$ cat src/rtl/core/ascii_unsigned_integer_parser_top_assert.svh
// Assertion macros used by the parser top level.
`ifndef ASCII_UNSIGNED_INTEGER_PARSER_TOP_ASSERT_SVH
`define ASCII_UNSIGNED_INTEGER_PARSER_TOP_ASSERT_SVH

// The consequent must hold in the same cycle as the antecedent.
`define AUIP_ASSERT_SAME(name, clk, rstn, ante, cons) \
    name: assert property (@(posedge clk) disable iff (!rstn) (ante) |-> (cons)) \
        else $error("auip check failed: same-cycle implication");

// The consequent must hold in the cycle after the antecedent.
`define AUIP_ASSERT_NEXT(name, clk, rstn, ante, cons) \
    name: assert property (@(posedge clk) disable iff (!rstn) (ante) |=> (cons)) \
        else $error("auip check failed: next-cycle implication");

`endif

$ cat src/rtl/core/auip_pkg.sv
`timescale 1ns / 1ps

package auip_pkg;

    // Parse phases.
    localparam logic [2:0] PH_IDLE   = 3'd0;
    localparam logic [2:0] PH_LEAD   = 3'd1;
    localparam logic [2:0] PH_SIGNED = 3'd2;
    localparam logic [2:0] PH_ZERO   = 3'd3;
    localparam logic [2:0] PH_DIGITS = 3'd4;

    // Radix field width and the fixed radix values used by prefix detection.
    localparam int unsigned BASE_W = 6;
    localparam logic [BASE_W-1:0] BASE_AUTO = 6'd0;
    localparam logic [BASE_W-1:0] BASE_OCT  = 6'd8;
    localparam logic [BASE_W-1:0] BASE_DEC  = 6'd10;
    localparam logic [BASE_W-1:0] BASE_HEX  = 6'd16;

    // Characters with a special role.
    localparam logic [7:0] CH_SPACE = 8'h20;
    localparam logic [7:0] CH_PLUS  = 8'h2B;
    localparam logic [7:0] CH_MINUS = 8'h2D;
    localparam logic [7:0] CH_ZERO  = 8'h30;
    localparam logic [7:0] CH_NINE  = 8'h39;
    localparam logic [7:0] CH_UP_A  = 8'h41;
    localparam logic [7:0] CH_UP_X  = 8'h58;
    localparam logic [7:0] CH_UP_Z  = 8'h5A;
    localparam logic [7:0] CH_LO_A  = 8'h61;
    localparam logic [7:0] CH_LO_X  = 8'h78;
    localparam logic [7:0] CH_LO_Z  = 8'h7A;
    localparam logic [7:0] CH_TAB   = 8'h09;
    localparam logic [7:0] CH_CR    = 8'h0D;

    // Marks a byte that is no digit symbol at all.
    localparam logic [7:0] NO_DIGIT = 8'hFF;

    // Conversion control state carried between the step logic and its registers.
    typedef struct packed {
        logic [2:0]        phase;
        logic [BASE_W-1:0] base;
        logic              minus;
        logic              digit;
        logic              ovf;
    } t_ctl;

    // Value of a digit symbol 0-9, A-Z, a-z, or NO_DIGIT.
    function automatic logic [7:0] digit_value(input logic [7:0] c);
        logic [7:0] v;
        v = NO_DIGIT;
        if (c >= CH_ZERO && c <= CH_NINE) begin
            v = c - CH_ZERO;
        end else if (c >= CH_UP_A && c <= CH_UP_Z) begin
            v = c - (CH_UP_A - 8'd10);
        end else if (c >= CH_LO_A && c <= CH_LO_Z) begin
            v = c - (CH_LO_A - 8'd10);
        end
        return v;
    endfunction

endpackage

$ cat src/rtl/core/auip_in_reg.sv
`timescale 1ns / 1ps

module auip_in_reg import auip_pkg::*; (
    input  logic       i_clk,
    input  logic       i_rst_n,
    input  logic       i_valid,
    output logic       o_ready,
    input  logic [7:0] i_byte,
    input  logic       i_sot,
    input  logic       i_eot,
    input  logic       i_take,
    output logic       o_valid,
    output logic [7:0] o_byte,
    output logic       o_sot,
    output logic       o_eot
);

    logic       r_valid;
    logic [7:0] r_byte;
    logic       r_sot;
    logic       r_eot;
    logic       w_load;

    // The slot frees up in the same cycle its word moves on.
    assign o_ready = !r_valid || i_take;
    assign w_load  = i_valid && o_ready;

    always_ff @(posedge i_clk) begin
        if (!i_rst_n) begin
            r_valid <= 1'b0;
        end else if (w_load) begin
            r_valid <= 1'b1;
        end else if (i_take) begin
            r_valid <= 1'b0;
        end
    end

    // Payload capture needs no reset.
    always_ff @(posedge i_clk) begin
        if (w_load) begin
            r_byte <= i_byte;
            r_sot  <= i_sot;
            r_eot  <= i_eot;
        end
    end

    assign o_valid = r_valid;
    assign o_byte  = r_byte;
    assign o_sot   = r_sot;
    assign o_eot   = r_eot;

endmodule

$ cat src/rtl/core/auip_step.sv
`timescale 1ns / 1ps

module auip_step import auip_pkg::*; #(
    parameter int unsigned VALUE_WIDTH  = 64,
    parameter int unsigned OFFSET_WIDTH = 16
) (
    input  t_ctl                    i_ctl,
    input  logic [VALUE_WIDTH-1:0]  i_acc,
    input  logic [OFFSET_WIDTH-1:0] i_cnt,
    input  logic [BASE_W-1:0]       i_number_base,
    input  logic [7:0]              i_byte,
    input  logic                    i_sot,
    input  logic                    i_eot,
    output t_ctl                    o_ctl,
    output logic [VALUE_WIDTH-1:0]  o_acc,
    output logic [OFFSET_WIDTH-1:0] o_cnt,
    output logic                    o_emit,
    output logic [VALUE_WIDTH-1:0]  o_result_value,
    output logic                    o_any_digits,
    output logic [OFFSET_WIDTH-1:0] o_end_offset,
    output logic                    o_wrapped
);

    localparam int unsigned PROD_W = VALUE_WIDTH + BASE_W;

    t_ctl                    s;
    logic [VALUE_WIDTH-1:0]  acc;
    logic [OFFSET_WIDTH-1:0] cnt;
    logic [2:0]              ph;
    logic [BASE_W-1:0]       eb;
    logic [7:0]              d;
    logic [PROD_W-1:0]       prod;
    logic                    first;
    logic                    try_digit;
    logic                    cnt_inc;
    logic                    done;
    logic                    emit;

    always_comb begin
        s         = i_ctl;
        acc       = i_acc;
        cnt       = i_cnt;
        first     = 1'b0;
        try_digit = 1'b0;
        cnt_inc   = 1'b0;
        done      = 1'b0;
        emit      = 1'b0;

        // A start marker drops any running conversion and latches the radix.
        if (i_sot) begin
            s       = '0;
            s.base  = i_number_base;
            s.phase = PH_LEAD;
            acc     = '0;
            cnt     = '0;
        end
        ph = s.phase;
        eb = s.base;

        // Phase handling for whitespace, sign and prefix.
        case (ph)
            PH_LEAD: begin
                if (i_byte == CH_SPACE || (i_byte inside {[CH_TAB:CH_CR]})) begin
                    cnt_inc = 1'b1;
                end else if (i_byte == CH_MINUS || i_byte == CH_PLUS) begin
                    s.minus = (i_byte == CH_MINUS);
                    cnt_inc = 1'b1;
                    s.phase = PH_SIGNED;
                end else begin
                    first = 1'b1;
                end
            end
            PH_SIGNED: begin
                first = 1'b1;
            end
            PH_ZERO: begin
                if (i_byte == CH_LO_X || i_byte == CH_UP_X) begin
                    cnt_inc = 1'b1;
                    s.base  = BASE_HEX;
                    s.phase = PH_DIGITS;
                end else begin
                    eb        = (s.base == BASE_AUTO) ? BASE_OCT : s.base;
                    s.base    = eb;
                    s.digit   = 1'b1;
                    s.phase   = PH_DIGITS;
                    try_digit = 1'b1;
                end
            end
            PH_DIGITS: begin
                try_digit = 1'b1;
            end
            default: begin
            end
        endcase

        // First significant byte: a leading zero may open a hex prefix.
        if (first) begin
            if ((s.base == BASE_AUTO || s.base == BASE_HEX) && i_byte == CH_ZERO) begin
                cnt_inc = 1'b1;
                s.phase = PH_ZERO;
            end else begin
                eb        = (s.base == BASE_AUTO) ? BASE_DEC : s.base;
                s.base    = eb;
                s.phase   = PH_DIGITS;
                try_digit = 1'b1;
            end
        end

        // One multiply-add per digit; bits above the value width flag a wrap.
        d    = digit_value(i_byte);
        prod = PROD_W'(acc) * PROD_W'(eb) + PROD_W'(d);
        if (try_digit) begin
            if (d == NO_DIGIT || d >= {2'b00, eb} || eb == BASE_AUTO) begin
                done = 1'b1;
            end else begin
                if (prod[PROD_W-1:VALUE_WIDTH] != '0) begin
                    s.ovf = 1'b1;
                end
                acc     = prod[VALUE_WIDTH-1:0];
                s.digit = 1'b1;
                cnt_inc = 1'b1;
            end
        end

        // Consumed-byte count saturates at all ones.
        if (cnt_inc && cnt != '1) begin
            cnt = cnt + 1'b1;
        end

        // A stop byte or the end marker completes an active conversion.
        if (ph != PH_IDLE) begin
            if (done) begin
                emit = 1'b1;
            end else if (i_eot) begin
                if (s.phase == PH_ZERO) begin
                    s.digit = 1'b1;
                end
                emit = 1'b1;
            end
        end
        if (emit) begin
            s.phase = PH_IDLE;
        end
    end

    assign o_ctl          = s;
    assign o_acc          = acc;
    assign o_cnt          = cnt;
    assign o_emit         = emit;
    assign o_result_value = s.minus ? (~acc + 1'b1) : acc;
    assign o_any_digits   = s.digit;
    assign o_end_offset   = s.digit ? cnt : '0;
    assign o_wrapped      = s.ovf;

endmodule

$ cat src/rtl/core/auip_out_reg.sv
`timescale 1ns / 1ps

module auip_out_reg import auip_pkg::*; #(
    parameter int unsigned VALUE_WIDTH  = 64,
    parameter int unsigned OFFSET_WIDTH = 16
) (
    input  logic                    i_clk,
    input  logic                    i_rst_n,
    input  logic                    i_load,
    input  logic [VALUE_WIDTH-1:0]  i_result_value,
    input  logic                    i_any_digits,
    input  logic [OFFSET_WIDTH-1:0] i_end_offset,
    input  logic                    i_wrapped,
    input  logic                    i_ready,
    output logic                    o_free,
    output logic                    o_valid,
    output logic [VALUE_WIDTH-1:0]  o_result_value,
    output logic                    o_any_digits,
    output logic [OFFSET_WIDTH-1:0] o_end_offset,
    output logic                    o_wrapped
);

    logic                    r_valid;
    logic [VALUE_WIDTH-1:0]  r_value;
    logic                    r_any;
    logic [OFFSET_WIDTH-1:0] r_offset;
    logic                    r_wrapped;

    // The register can take a new word when empty or when its word leaves now.
    assign o_free = !r_valid || i_ready;

    always_ff @(posedge i_clk) begin
        if (!i_rst_n) begin
            r_valid <= 1'b0;
        end else if (i_load) begin
            r_valid <= 1'b1;
        end else if (i_ready) begin
            r_valid <= 1'b0;
        end
    end

    always_ff @(posedge i_clk) begin
        if (i_load) begin
            r_value   <= i_result_value;
            r_any     <= i_any_digits;
            r_offset  <= i_end_offset;
            r_wrapped <= i_wrapped;
        end
    end

    assign o_valid        = r_valid;
    assign o_result_value = r_value;
    assign o_any_digits   = r_any;
    assign o_end_offset   = r_offset;
    assign o_wrapped      = r_wrapped;

endmodule

$ cat src/rtl/core/ascii_unsigned_integer_parser_top.sv
`timescale 1ns / 1ps
// Channel   Handshake                  Word
// input     i_in_valid / o_in_ready    i_text_byte, i_start_of_text, i_end_of_text
// output    o_out_valid / i_out_ready  o_result_value, o_any_digits, o_end_offset, o_wrapped
// config    i_cfg_we                   i_cfg_wdata (number base)
//
// One byte per cycle while the result register can take a word: a word is held in the
// input register, then one multiply-add of the accumulator by the radix updates the state
// and loads the result register when the byte ends the conversion.
// Reset is synchronous and active low; it clears the radix and the parse state.
// While a result waits, no byte is processed and the input register holds at most one byte.

module ascii_unsigned_integer_parser_top import auip_pkg::*; #(
    parameter int unsigned VALUE_WIDTH  = 64,
    parameter int unsigned OFFSET_WIDTH = 16
) (
    input  logic                    i_clk,
    input  logic                    i_rst_n,
    input  logic                    i_cfg_we,
    input  logic [BASE_W-1:0]       i_cfg_wdata,
    input  logic                    i_in_valid,
    output logic                    o_in_ready,
    input  logic [7:0]              i_text_byte,
    input  logic                    i_start_of_text,
    input  logic                    i_end_of_text,
    output logic                    o_out_valid,
    input  logic                    i_out_ready,
    output logic [VALUE_WIDTH-1:0]  o_result_value,
    output logic                    o_any_digits,
    output logic [OFFSET_WIDTH-1:0] o_end_offset,
    output logic                    o_wrapped
);

    logic [BASE_W-1:0]       r_number_base;
    t_ctl                    r_ctl;
    t_ctl                    n_ctl;
    logic [VALUE_WIDTH-1:0]  r_acc;
    logic [VALUE_WIDTH-1:0]  n_acc;
    logic [OFFSET_WIDTH-1:0] r_cnt;
    logic [OFFSET_WIDTH-1:0] n_cnt;

    logic                    w_in_valid;
    logic [7:0]              w_byte;
    logic                    w_sot;
    logic                    w_eot;
    logic                    w_out_free;
    logic                    w_fire;
    logic                    w_emit;
    logic [VALUE_WIDTH-1:0]  w_value;
    logic                    w_any;
    logic [OFFSET_WIDTH-1:0] w_offset;
    logic                    w_wrapped;
    logic                    w_empty_result;
    logic                    w_idle_byte;

    // Radix register.
    always_ff @(posedge i_clk) begin
        if (!i_rst_n) begin
            r_number_base <= BASE_AUTO;
        end else if (i_cfg_we) begin
            r_number_base <= i_cfg_wdata;
        end
    end

    auip_in_reg u_in_reg (
        .i_clk   (i_clk),
        .i_rst_n (i_rst_n),
        .i_valid (i_in_valid),
        .o_ready (o_in_ready),
        .i_byte  (i_text_byte),
        .i_sot   (i_start_of_text),
        .i_eot   (i_end_of_text),
        .i_take  (w_fire),
        .o_valid (w_in_valid),
        .o_byte  (w_byte),
        .o_sot   (w_sot),
        .o_eot   (w_eot)
    );

    // A held byte is processed whenever the result register can take a word.
    assign w_fire = w_in_valid && w_out_free;

    auip_step #(
        .VALUE_WIDTH  (VALUE_WIDTH),
        .OFFSET_WIDTH (OFFSET_WIDTH)
    ) u_step (
        .i_ctl          (r_ctl),
        .i_acc          (r_acc),
        .i_cnt          (r_cnt),
        .i_number_base  (r_number_base),
        .i_byte         (w_byte),
        .i_sot          (w_sot),
        .i_eot          (w_eot),
        .o_ctl          (n_ctl),
        .o_acc          (n_acc),
        .o_cnt          (n_cnt),
        .o_emit         (w_emit),
        .o_result_value (w_value),
        .o_any_digits   (w_any),
        .o_end_offset   (w_offset),
        .o_wrapped      (w_wrapped)
    );

    // Conversion state registers.
    always_ff @(posedge i_clk) begin
        if (!i_rst_n) begin
            r_ctl <= '0;
            r_acc <= '0;
            r_cnt <= '0;
        end else if (w_fire) begin
            r_ctl <= n_ctl;
            r_acc <= n_acc;
            r_cnt <= n_cnt;
        end
    end

    auip_out_reg #(
        .VALUE_WIDTH  (VALUE_WIDTH),
        .OFFSET_WIDTH (OFFSET_WIDTH)
    ) u_out_reg (
        .i_clk          (i_clk),
        .i_rst_n        (i_rst_n),
        .i_load         (w_fire && w_emit),
        .i_result_value (w_value),
        .i_any_digits   (w_any),
        .i_end_offset   (w_offset),
        .i_wrapped      (w_wrapped),
        .i_ready        (i_out_ready),
        .o_free         (w_out_free),
        .o_valid        (o_out_valid),
        .o_result_value (o_result_value),
        .o_any_digits   (o_any_digits),
        .o_end_offset   (o_end_offset),
        .o_wrapped      (o_wrapped)
    );

`include "ascii_unsigned_integer_parser_top_assert.svh"

    // Terms watched by the checks below.
    assign w_empty_result = o_out_valid && !o_any_digits;
    assign w_idle_byte    = w_fire && !w_sot && r_ctl.phase == PH_IDLE;

    // A result without digits always reports a zero offset.
    `AUIP_ASSERT_SAME(a_no_digit_offset, i_clk, i_rst_n, w_empty_result, o_end_offset == '0)

    // Input backpressure only comes from a held byte.
    `AUIP_ASSERT_SAME(a_ready_source, i_clk, i_rst_n, !o_in_ready, w_in_valid)

    // A byte outside a conversion never produces a result.
    `AUIP_ASSERT_NEXT(a_idle_silent, i_clk, i_rst_n, w_idle_byte, !o_out_valid)

endmodule
$ cat config.mk
export PLATFORM = sky130hd
export DESIGN_NAME = ascii_unsigned_integer_parser_top
export DESIGN_NICKNAME = d
export VERILOG_FILES = /design/src/rtl/core/auip_pkg.sv /design/src/rtl/core/auip_in_reg.sv /design/src/rtl/core/auip_step.sv /design/src/rtl/core/auip_out_reg.sv /design/src/rtl/core/ascii_unsigned_integer_parser_top.sv
export VERILOG_INCLUDE_DIRS = /design/src /design/src/rtl/core
export SDC_FILE = /design/constraint.sdc
export NUM_CORES = 1
export LEC_CHECK = 0
export BUFFER_PORTS_ARGS = -buffer_cell sky130_fd_sc_hd__buf_2
export CAP_MARGIN = 20
export CORE_AREA = 2 2 211 213
export CTS_CLUSTER_SIZE = 14
export DETAILED_ROUTE_END_ITERATION = 10
export DIE_AREA = 0 0 213 215
export HOLD_SLACK_MARGIN = 0.06
export PLACE_DENSITY_LB_ADDON = 0.1
export SLEW_MARGIN = 40
export SYNTH_ARGS = -nofsm -noshare
export SYNTH_HDL_FRONTEND = slang
export SYNTH_HIERARCHICAL = 1
export SYNTH_SLANG_ARGS = --single-unit
$ cat constraint.sdc
create_clock -name i_clk -period 8.9 [get_ports i_clk]
set_input_delay 0.89 -clock i_clk [delete_from_list [all_inputs] [get_ports i_clk]]
set_output_delay 0.89 -clock i_clk [all_outputs]
set_load 0.1 [all_outputs]
==> results.toml <==
[critical_path]
cp_slowest_stage_delay_ns = 0.52
cp-end-kind = "flop"
path_max_fanout = 24
start_kind = "flop"
required_ns = 9.11
crit_arrival_ns = 8.89
crit_slowest_cell = "fa_1"
crit_type = "flop to flop"

[placement]
place_ws_ns = -0.197
dpl.hpwl_um = 64500
port_buffers = 104
dpl_cell_area_um2 = 26500
routabilityCongestion = 1.04

[drt]
wl_met1_um = 35200
wl_met3_um = 7550
vias = 23684
drt_iter0_markers = 2365
routed_wl_um = 83600
final_antenna_net_count = 0
wl_met2_um = 38000
drt-pass1-iter-count = 5
via_per_inst = 6.44
wl_per_cell_um = 22.7
drc = 0
highest-signal-layer = "met4"

[clocking]
numCtsBuffers = 17
htree_levels = 4
clock_latency_ns = 0.47
cts_tree = "yes"
cts_root_buffer = "clkbuf_16"
clock_sinks = 192
path_clk_slew_ns = 0.08
cts_hold_buf = 0
clockBufferDepth = 2

[synthesis]
synthesis.area_um2 = 25500
synthFlopType = "dfxtp_1"
synth_nets = 3466
async_flop_share_pct = 0
synthDistinctLibCells = 99
yosysSeqAreaShare_pct = 18.7
synthCells = 3029
synth_edf_count = 92
yosysWarnings = 6
synth_seq_cells = 192
syn_avg_cell_area_um2 = 8.41

[pwr]
power.total_uw = 2190
p_leak_uw = 0.0124
power_density_nw_per_um2 = 79.4
max-vdd-ir-drop_mv = 0.0825

[timing]
fmax_mhz = 115
fin_skew_ns = 0.0155
period_share_pct = 97.6
hold_viol_final = 0
final-setup-viol-count = 0
slew_headroom_pct = 42.2
setup_tns_ns = 0
finalCriticalPeriod_ns = 8.68
slew_violations = 0
worstMarginPinSlew_ns = 0.866
setup_ws_ns = 0.217

[grt]
antenna_found_initial = 0
grt_usage_pct = 36.9
grt_first_pass_wirelength_um = 131000
grt_max_degree = 117
grt_pass1_vias = 23115
grt-ovfl-total = 0

[min_path]
hold_path.class = "flop to flop"

[layout]
multi_input_area_um2 = 19400
design_area_um2 = 27500
drive_above_1_share_pct = 13.1
fin_util_pct = 63.1
syn2layout_area_growth_pct = 8.14
fillers = 3841
register_area_um2 = 4770
fin_nets = 3508

[status]
run_status = "completed"

[die]
die_width_um = 213
core_um2 = 43600
die_h_um = 215
start_util_pct = 58.3
die-area_um2 = 45800
io-pin-count = 105
row_count = 77

[run]
drv_cap = 0
[layout by cell type, fill, tap and decap left out, types with 9 or more instances in the layout]
| cell type | synthesis | routed |
|---|---|---|
| a311oi_1 | 10 | 10 |
| xnor2_1 | 62 | 62 |
| nor2b_1 | 69 | 65 |
| and2_1 | 174 | 174 |
| o2111ai_1 | 11 | 10 |
| o21ai_1 | 35 | 34 |
| o21ai_2 | 69 | 71 |
| a21oi_1 | 126 | 120 |
| edfxtp_1 | 92 | 92 |
| inv_1 | 172 | 169 |
| o211ai_1 | 21 | 21 |
| clkbuf_16 | 0 | 17 |
| dfxtp_1 | 100 | 99 |
| or3_1 | 16 | 16 |
| a211oi_1 | 12 | 10 |
| a21o_1 | 37 | 37 |
| nor3_1 | 65 | 61 |
| o31ai_1 | 29 | 25 |
| nand3_1 | 43 | 40 |
| buf_2 | 45 | 103 |
| o21a_1 | 24 | 24 |
| fa_1 | 254 | 254 |
| nand2b_1 | 14 | 14 |
| or2_2 | 9 | 9 |
| nand4_1 | 124 | 124 |
| and3_1 | 22 | 21 |
| ha_1 | 162 | 156 |
| a31oi_1 | 27 | 25 |
| buf_4 | 12 | 95 |
| nand2_1 | 400 | 399 |
| mux2i_1 | 26 | 26 |
| o21ai_0 | 114 | 111 |
| nor4_1 | 16 | 14 |
| nor2_1 | 284 | 282 |
| xor2_1 | 57 | 56 |
[area by class of cell]
type                       instances  share of cell area, %
antenna                            1                0.00909
clock buffer                      18                   1.60
clock inverter                    14                  0.654
inverter                         176                   2.40
multi-input combinational       2480                   70.6
sequential                       192                   17.3
tap                              592                   2.69
timing repair buffer             204                   4.73
[Yosys cell counts (35+ instances only)]
master / instances / area (um2)
nand2_1: 400 / 1500
nor2_1: 284 / 1070
fa_1: 254 / 5080
and2_1: 174 / 1090
inv_1: 172 / 646
ha_1: 162 / 2030
a21oi_1: 126 / 631
nand4_1: 124 / 776
o21ai_0: 114 / 571
clkbuf_1: 104 / 390
dfxtp_1: 100 / 2000
edfxtp_1: 92 / 2760
nor2b_1: 69 / 432
o21ai_2: 69 / 604
nor3_1: 65 / 325
xnor2_1: 62 / 543
xor2_1: 57 / 499
buf_2: 45 / 225
nand3_1: 43 / 215
a21o_1: 37 / 278
o21ai_1: 35 / 175
[logic make-up after synthesis]
group / count (synthesis) / share of synthesized area (%)
and+or+nand+nor: 1287 / 25.0
muxes: 32 / 1.29
xor gates and xnor gates: 119 / 4.09
adders and majority gates: 416 / 27.9
AOI/OAI and AO/OA: 626 / 16.9
DFF: 192 / 18.7
buffers and inverters: 357 / 6.12
[state kept, by name, summed over array words and instances, names as in the netlist]
signal                    flops
u_out_reg/o_any_digits        1
u_out_reg/o_result_value     64
u_in_reg/o_byte               8
r_ctl                        12
u_out_reg/o_wrapped           1
r_number_base                 6
r_cnt                        16
u_out_reg/o_end_offset       16
u_in_reg/o_eot                1
u_out_reg/o_valid             1
u_in_reg/o_valid              1
r_acc                        64
u_in_reg/o_sot                1
[worst max-delay path: cells and delay by family, from the launching register on]
family          cells  cell delay (ns)
simple gates       11             2.71
mux                 1             0.19
flops               1             0.51
buf+inv             5             1.20
xor+xnor            1             0.08
compound gates      6             1.43
fa+ha+maj           5             2.26
[timing repair]
| action | 4_1_cts | 5_1_grt |
|---|---|---|
| pin swaps | 4 | 16 |
| setup buffers | 1 | 17 |
| setup endpoints to repair | 11 | 37 |
| resized for setup | 7 | 53 |
[report_power, final]
part           total [uW]  leakage [uW]  switching [uW]  internal [uW]
combinational         399        0.0104             320           78.8
clock                 822      0.000300             430            393
sequential            965       0.00170            17.9            947
[metal layers]
layer	up-vias	GRT usage [%]
met5	-	0
met4	0	12.8
met3	201	6.47
met2	1227	57.3
met1	11616	51.8
li1	10640	-
[final timing paths]
kind                  start  slack (ns)                           end  cells past startpoint
max          u_in_reg/o_sot        0.22  u_out_reg/o_result_value[57]                     29
min                r_cnt[1]        0.46                      r_cnt[1]                      2
max reg2reg  u_in_reg/o_sot        0.22  u_out_reg/o_result_value[57]                     29
min reg2reg        r_cnt[1]        0.46                      r_cnt[1]                      2
[stage by stage]
step | hold WS (ns) | instances
floorplan | 0.424 | 3029
global placement | 0.432 | 3626
detailed placement | 0.446 | 3626
CTS | 0.458 | 3659
global route | 0.470 | 3676
finish | 0.457 | 3677
No activity file was read; power rests on OpenSTA's default activity.
